`config.mk`:
```
export PLATFORM = sky130hd
export DESIGN_NAME = isl_cell
export DESIGN_NICKNAME = d
export VERILOG_FILES = /design/src/hdl/isl_pkg.sv /design/src/hdl/isl_cell.sv
export SDC_FILE = /design/constraint.sdc
export NUM_CORES = 1
export LEC_CHECK = 0
export CAP_MARGIN = 30
export CORE_MARGIN = 8
export CORE_UTILIZATION = 55
export CTS_CLUSTER_SIZE = 8
export DETAILED_ROUTE_END_ITERATION = 16
export DONT_BUFFER_PORTS = 1
export PLACE_DENSITY = 0.73
export SYNTH_ARGS = -nofsm -noshare
export SYNTH_HDL_FRONTEND = slang
export SYNTH_SLANG_ARGS = --single-unit
```
`constraint.sdc`:
```
create_clock -name clk -period 2.84 [get_ports clk]
set_clock_uncertainty 0.15 [all_clocks]
set_input_delay 0.568 -clock clk [delete_from_list [all_inputs] [get_ports clk]]
set_output_delay 0.568 -clock clk [all_outputs]
set_load 0.02 [all_outputs]
```
`src/hdl/isl_pkg.sv`:
```
// Shared types and constants for the indexed shift list.
`default_nettype none

package isl_pkg;

	localparam int VAL_W = 32;
	localparam int REQ_W = 3;

	typedef enum logic [REQ_W-1:0] {
		OP_PUSH   = 3'd0,
		OP_POP    = 3'd1,
		OP_INSERT = 3'd2,
		OP_ERASE  = 3'd3,
		OP_READ   = 3'd4,
		OP_CLEAR  = 3'd5
	} op_t;

	typedef enum logic [1:0] {
		ST_IDLE,
		ST_EXEC,
		ST_WALK,
		ST_EMIT
	} state_t;

	typedef struct packed {
		logic ins;
		logic ers;
	} cell_ctl_t;

endpackage

`default_nettype wire

```
`src/hdl/isl_cell.sv`:
```
// One storage cell of the list: holds an element and shifts with its neighbours.
`default_nettype none

module isl_cell
	import isl_pkg::*;
#(
	parameter int ELEM_BITS = 32,
	parameter int PW        = 7,
	parameter int INDEX     = 0
) (
	input  wire logic                 clk,
	input  wire cell_ctl_t            ctl,
	input  wire logic [PW-1:0]        pos,
	input  wire logic [ELEM_BITS-1:0] val,
	input  wire logic [ELEM_BITS-1:0] below,
	input  wire logic [ELEM_BITS-1:0] above,
	output logic      [ELEM_BITS-1:0] data,
	output logic      [ELEM_BITS-1:0] rd
);

	logic [ELEM_BITS-1:0] data_q;
	logic                 hit;
	logic                 upper;

	assign hit   = (PW'(INDEX) == pos);
	assign upper = (PW'(INDEX) > pos);

	always_ff @(posedge clk) begin
		if (ctl.ins) begin
			if (hit) begin
				data_q <= val;
			end else if (upper) begin
				data_q <= below;
			end
		end else if (ctl.ers && (hit || upper)) begin
			data_q <= above;
		end
	end

	assign data = data_q;
	assign rd   = hit ? data_q : '0;

endmodule

`default_nettype wire

```
==> results by group, run 1 <==
Critical path
  – Crit start category: input port
  – CP endpoint kind: output port
  – Worst endpoint data arrival time: between 1.5 and 2 ns
  – Worst setup path endpoint: rd[13]
  – Crit path kind: input port to output port
  – Crit. Startpoint: pos[4]
  – CP required: 2.12 ns
  – Maximum fanout along the worst path: 64

Cells and area
  – Largest register FFs: 32
  – Nets: 318
  – Most frequent cells in the layout: 32 x and3_1, 32 x edfxtp_1, 26 x a21oi_1
  – P&R area growth vs syn: 3.80%
  – Antenna cells: 0
  – Non-filler instance count after layout: 260
  – Layout cells sized above 1: under 10%

Worst hold path
  – Hold Path Depth: 1
  – Hold crit path type: input port to register

Place
  – DPL Wire Length: just under 5000 um
  – GP Congestion: 0.812
  – Placed cells: 253
  – IO Port Bufs: 0

Synth
  – Cell taking the most area after synthesis: edfxtp_1
  – Simple-gate share of the synthesized area: a little over a quarter
  – XOR/XNOR share of the synthesized area: 0%
  – Area share of fa/ha/maj cells after synthesis: 0%
  – Top_reg_cell synth: edfxtp_1
  – Avg Synthesized Cell Area: 9.55 um2
  – Top cell type's share of synthesized area: 44.9%
  – Yosys reg bits: 32
  – Proportion of synthesized chip area in sequential cells: 44.9%
  – YS warnings: 0
  – Asr flop ratio synth: 0%
  – Mapped Nets: 330
  – Ranking of synthesized cells by area: edfxtp_1 45%, a221o_1 9.4%, and3_1 9.4%, and2_1 7.0%, a21oi_1 6.1%
  – Gate count after technology mapping: approximately 220
  – Main combinational cell family by area after synthesis: simple AND/OR/NAND/NOR gates
  – Multiplexer share of the synthesized area: 0%
  – Number of synthesized flops with an enable pin: 32
  – Compound-Gate Fraction of Synth Area: between 20 and 25%
  – Synthesized area: 2140 um2
  – Post-synth cell types: 23

Power and ir drop
  – Lkg Pwr: 0.877 nW
  – Pwr Total: 0.948 mW
  – PwrDens: 427 nW/um2
  – VDD IR max: roughly 0.24 mV

GRT
  – First-pass GRT wire length: 9590 um
  – Gr ovfl total: 0
  – Vias in the first global route: 1831
  – GRT Total Usage: 19.8%
  – Initial antenna violation count: 0
  – Largest net degree at the start of global routing: 65

STA
  – Final hold slack: 0.359 ns
  – Slew @ Worst Pin: 0.398 ns
  – RSZ-0062 raised after global routing: no
  – Pins over their slew limit: 0
  – Setup TNS: 0 ns
  – Slew margin rel.: between 70% and 80%
  – Final worst path period need: 2.27 ns
  – Final hold viol count: 0
  – Highest Clock Rate: about 440 MHz
  – Final worst-path cycle share: 80.0%
  – Setup Viol. Count Final: 0

Die
  – Cell row count: 22
  – Ports: 170
  – Die width: 78.4 um
  – Overall die area: 6140 um2
  – Die height: between 70 and 80 um
  – Core Region: 3690 um2
  – Initial Utilization: about 58%

CTS
  – Number of gates resized after cts: 0
  – Hold-fix buffers, CTS: 0
  – Clock transition at path regs: roughly 0.060 ns
  – TritonCTS Buffers: 5
  – H-tree depth: 2
  – CTS root buffer: clkbuf_8
  – # Post-CTS Setup Buffers: 0
  – Total clock sinks: 32
  – CTS tree: built
  – Clock Path Buffers: 2

Detailed routing
  – Vias/cell: 6.95
  – Post-DRT Antenna Nets: 0
  – First-pass DRT Iterations: 4
  – Post-Route WL: 6510 um
  – Via count: 1807
  – DRT iter0 DRCs: roughly 170
  – WL per Instance: 25.1 um
  – DRC errors left: 0

Status
  – Status: completed

Job
  – Max cap viols: 0
==> power by group <==
| part | internal [mW] | leakage (nW) | total (mW) | switching, mW |
|---|---|---|---|---|
| clock network | 0.161 | 0.0391 | 0.308 | 0.147 |
| registers | 0.527 | 0.283 | 0.531 | 0.00461 |
| logic | 0.0531 | 0.555 | 0.109 | 0.0555 |
| total | 0.741 | 0.877 | 0.948 | 0.207 |
==> area by class of cell <==
type	count	area, um2
fillers	315	1470
flip-flops and latches	32	961
clock buffers	5	68.8
inverters	1	3.75
repair buffers	6	70.1
multi-input cells	166	1050
well taps	48	60.1
clock inverters	2	7.51
==> per-stage QoR <==
stage               setup WS (ns)  cell area (um2)  util [%]
finish                      0.568             2220      60.2
global route                0.528             2220      60.2
CTS                         0.574             2220      60.2
detailed placement          0.511             2140      58.1
global placement            0.567             2140      58.1
floorplan                   0.307             2140         -
==> Yosys cell counts, types with 2 or more instances <==
cell and count:
edfxtp_1 32, a221o_1 20, a221o_2 4, nor2_1 8
and2_1 24, nand2_1 24, nand3_1 6, buf_2 4
o21ai_0 8, clkbuf_1 17, a21oi_1 26, and3_1 32
buf_8 2, a31oi_1 8
==> cell families (layout without fill, tap and decap cells) <==
family | Yosys count | in the layout
simple gates | 99 | 99
compound gates | 67 | 67
buf+inv | 26 | 14
flops | 32 | 32
==> critical path: stages <==
cell and delay, ns:
nor4_4 0.33, buf_12 0.28, and3_1 0.35
==> metal layers <==
layer	routed length, um	vias to the layer above	track usage, %
li1	-	822	-
met1	2350	837	19.4
met2	3290	136	35.0
met3	774	12	10.3
met4	101	0	6.85
met5	0	-	0
==> worst min path at each step <==
stage	slack, ns	end	start
6_report	0.36	data[30]	above[30]
5_1_grt	0.34	data[30]	above[30]
4_1_cts	0.35	data[0]	ctl[1]
3_5_place_dp	0.64	data[10]	above[10]
3_3_place_gp	0.64	data[0]	ctl[1]
2_1_floorplan	0.63	data[30]	above[30]
No activity file was read; power rests on OpenSTA's default activity.
==> inputs of run 2 (changes only) <==
==> constraint.sdc (replaced) <==
create_clock -name clk -period 1.9 [get_ports clk]
set_clock_uncertainty 0.15 [all_clocks]
set_input_delay 0.38 -clock clk [delete_from_list [all_inputs] [get_ports clk]]
set_output_delay 0.38 -clock clk [all_outputs]
set_load 0.02 [all_outputs]
==> results by group, run 2 (synthesized netlist as in run 1, its figures left out) <==
Status
  – Status: completed

Power and ir drop
  – Pwr Total: 1.44 mW
  – PwrDens: 629 nW/um2
  – VDD IR max: 0.347 mV
  – Lkg Pwr: 0.902 nW

Place
  – GP Congestion: 0.784
  – IO Port Bufs: 0
  – DPL Wire Length: 5090 um
  – Placed cells: 257

STA
  – Slew @ Worst Pin: 0.263 ns
  – Highest Clock Rate: 537 MHz
  – Setup Viol. Count Final: 0
  – Final hold slack: around 0.17 ns
  – Final worst path period need: about 1.9 ns
  – Final hold viol count: 0
  – RSZ-0062 raised after global routing: yes
  – Pins over their slew limit: 0
  – Final worst-path cycle share: 98.1%
  – Slew margin rel.: 82.3%
  – Setup TNS: 0 ns

Cells and area
  – Antenna cells: 0
  – P&R area growth vs syn: 6.61%
  – Final-layout fill cell count: about 320
  – Nets: 322
  – Most frequent cells in the layout: 32 x and3_1, 32 x edfxtp_1, 26 x a21oi_1
  – Layout Utilization: 61.8%
  – Non-filler instance count after layout: approximately 270
  – Layout cells sized above 1: 11.1%
  – Largest register FFs: 32

Critical path
  – CP endpoint kind: output port
  – Crit path kind: input port to output port
  – Maximum fanout along the worst path: 37
  – CP required: 1.37 ns
  – Crit start category: input port
  – Worst endpoint data arrival time: 1.33 ns

Worst hold path
  – Hold Crit Start: above[30]
  – Hold Path Depth: 1
  – Hold crit path type: input port to register
  – Hold endpoint: data[30]

Detailed routing
  – Post-Route WL: 6560 um
  – Vias/cell: slightly below 7
  – Post-DRT Antenna Nets: 0
  – First-pass DRT Iterations: 4
  – Via count: around 1800
  – WL per Instance: 24.8 um
  – DRC errors left: 0
  – DRT iter0 DRCs: 136

GRT
  – Initial antenna violation count: 0
  – First-pass GRT wire length: 9700 um
  – GRT Total Usage: 19.7%
  – Largest net degree at the start of global routing: 65
  – Vias in the first global route: 1763
  – Gr ovfl total: 0

CTS
  – CTS tree: built
  – Total clock sinks: 32
  – Clock Path Buffers: 2
  – TritonCTS Buffers: 5
  – # Post-CTS Setup Buffers: 0
  – Clock transition at path regs: 0.06 ns
  – CTS root buffer: clkbuf_8
  – H-tree depth: 2

Job
  – Max cap viols: 0

Die
  – Die height: 78.4 um
  – Overall die area: just over 6000 um2
  – Die width: 78.4 um
  – Cell row count: 22
  – Core Region: between 3000 and 4000 um2
  – Initial Utilization: 58.0%
  – Ports: 170
==> run 2: worst max path at each step <==
stage,to,from,cells after the start
after floorplan,data[0],pos[4],5
after global placement,rd[22],pos[4],3
after detailed placement,rd[14],pos[4],3
after CTS,rd[14],pos[4],3
after global routing,rd[14],pos[4],3
final,rd[21],pos[4],3
==> run 2: critical path, cell delays in order <==
cell and delay (ns):
nor4_4 0.31, buf_6 0.28, and3_1 0.35
==> run 2: through the flow <==
| step | area (um2) | setup slack [ns] |
|---|---|---|
| floorplan | 2150 | -0.224 |
| detailed placement | 2190 | 0.0137 |
| finish | 2280 | 0.0364 |
| global route | 2280 | -0.00575 |
| global placement | 2190 | 0.0636 |
| CTS | 2270 | 0.00943 |
==> run 2: layout make-up <==
cell class	instances	area, um2	area share, %
clock buffers	7	76.3	3.35
flip-flops and latches	32	961	42.1
multi-input cells	166	1060	46.3
clock inverters	1	3.75	0.165
inverters	1	3.75	0.165
well taps	48	60.1	2.63
repair buffers	10	120	5.27
==> run 2: report_power, final <==
| group | total [mW] | internal [mW] | switching (mW) | leakage [nW] |
|---|---|---|---|---|
| clock | 0.474 | 0.254 | 0.220 | 0.0399 |
| sequential | 0.794 | 0.787 | 0.00690 | 0.283 |
| combinational | 0.167 | 0.0824 | 0.0848 | 0.579 |
| total | 1.44 | 1.12 | 0.312 | 0.902 |
==> run 2: layer usage <==
metal | track usage [%] | vias up | routed length [um]
li1 | - | 831 | -
met1 | 20.9 | 847 | 2340
met5 | 0 | - | 0
met3 | 8.54 | 9 | 809
met2 | 33.7 | 137 | 3280
met4 | 7.59 | 0 | 123
==> run 2: repair_timing <==
action | CTS | global route
gates resized for setup | 0 | 2
endpoints found under the setup margin | 0 | 20
hold buffers | 0 | 0
endpoints found under the hold margin | 0 | 0
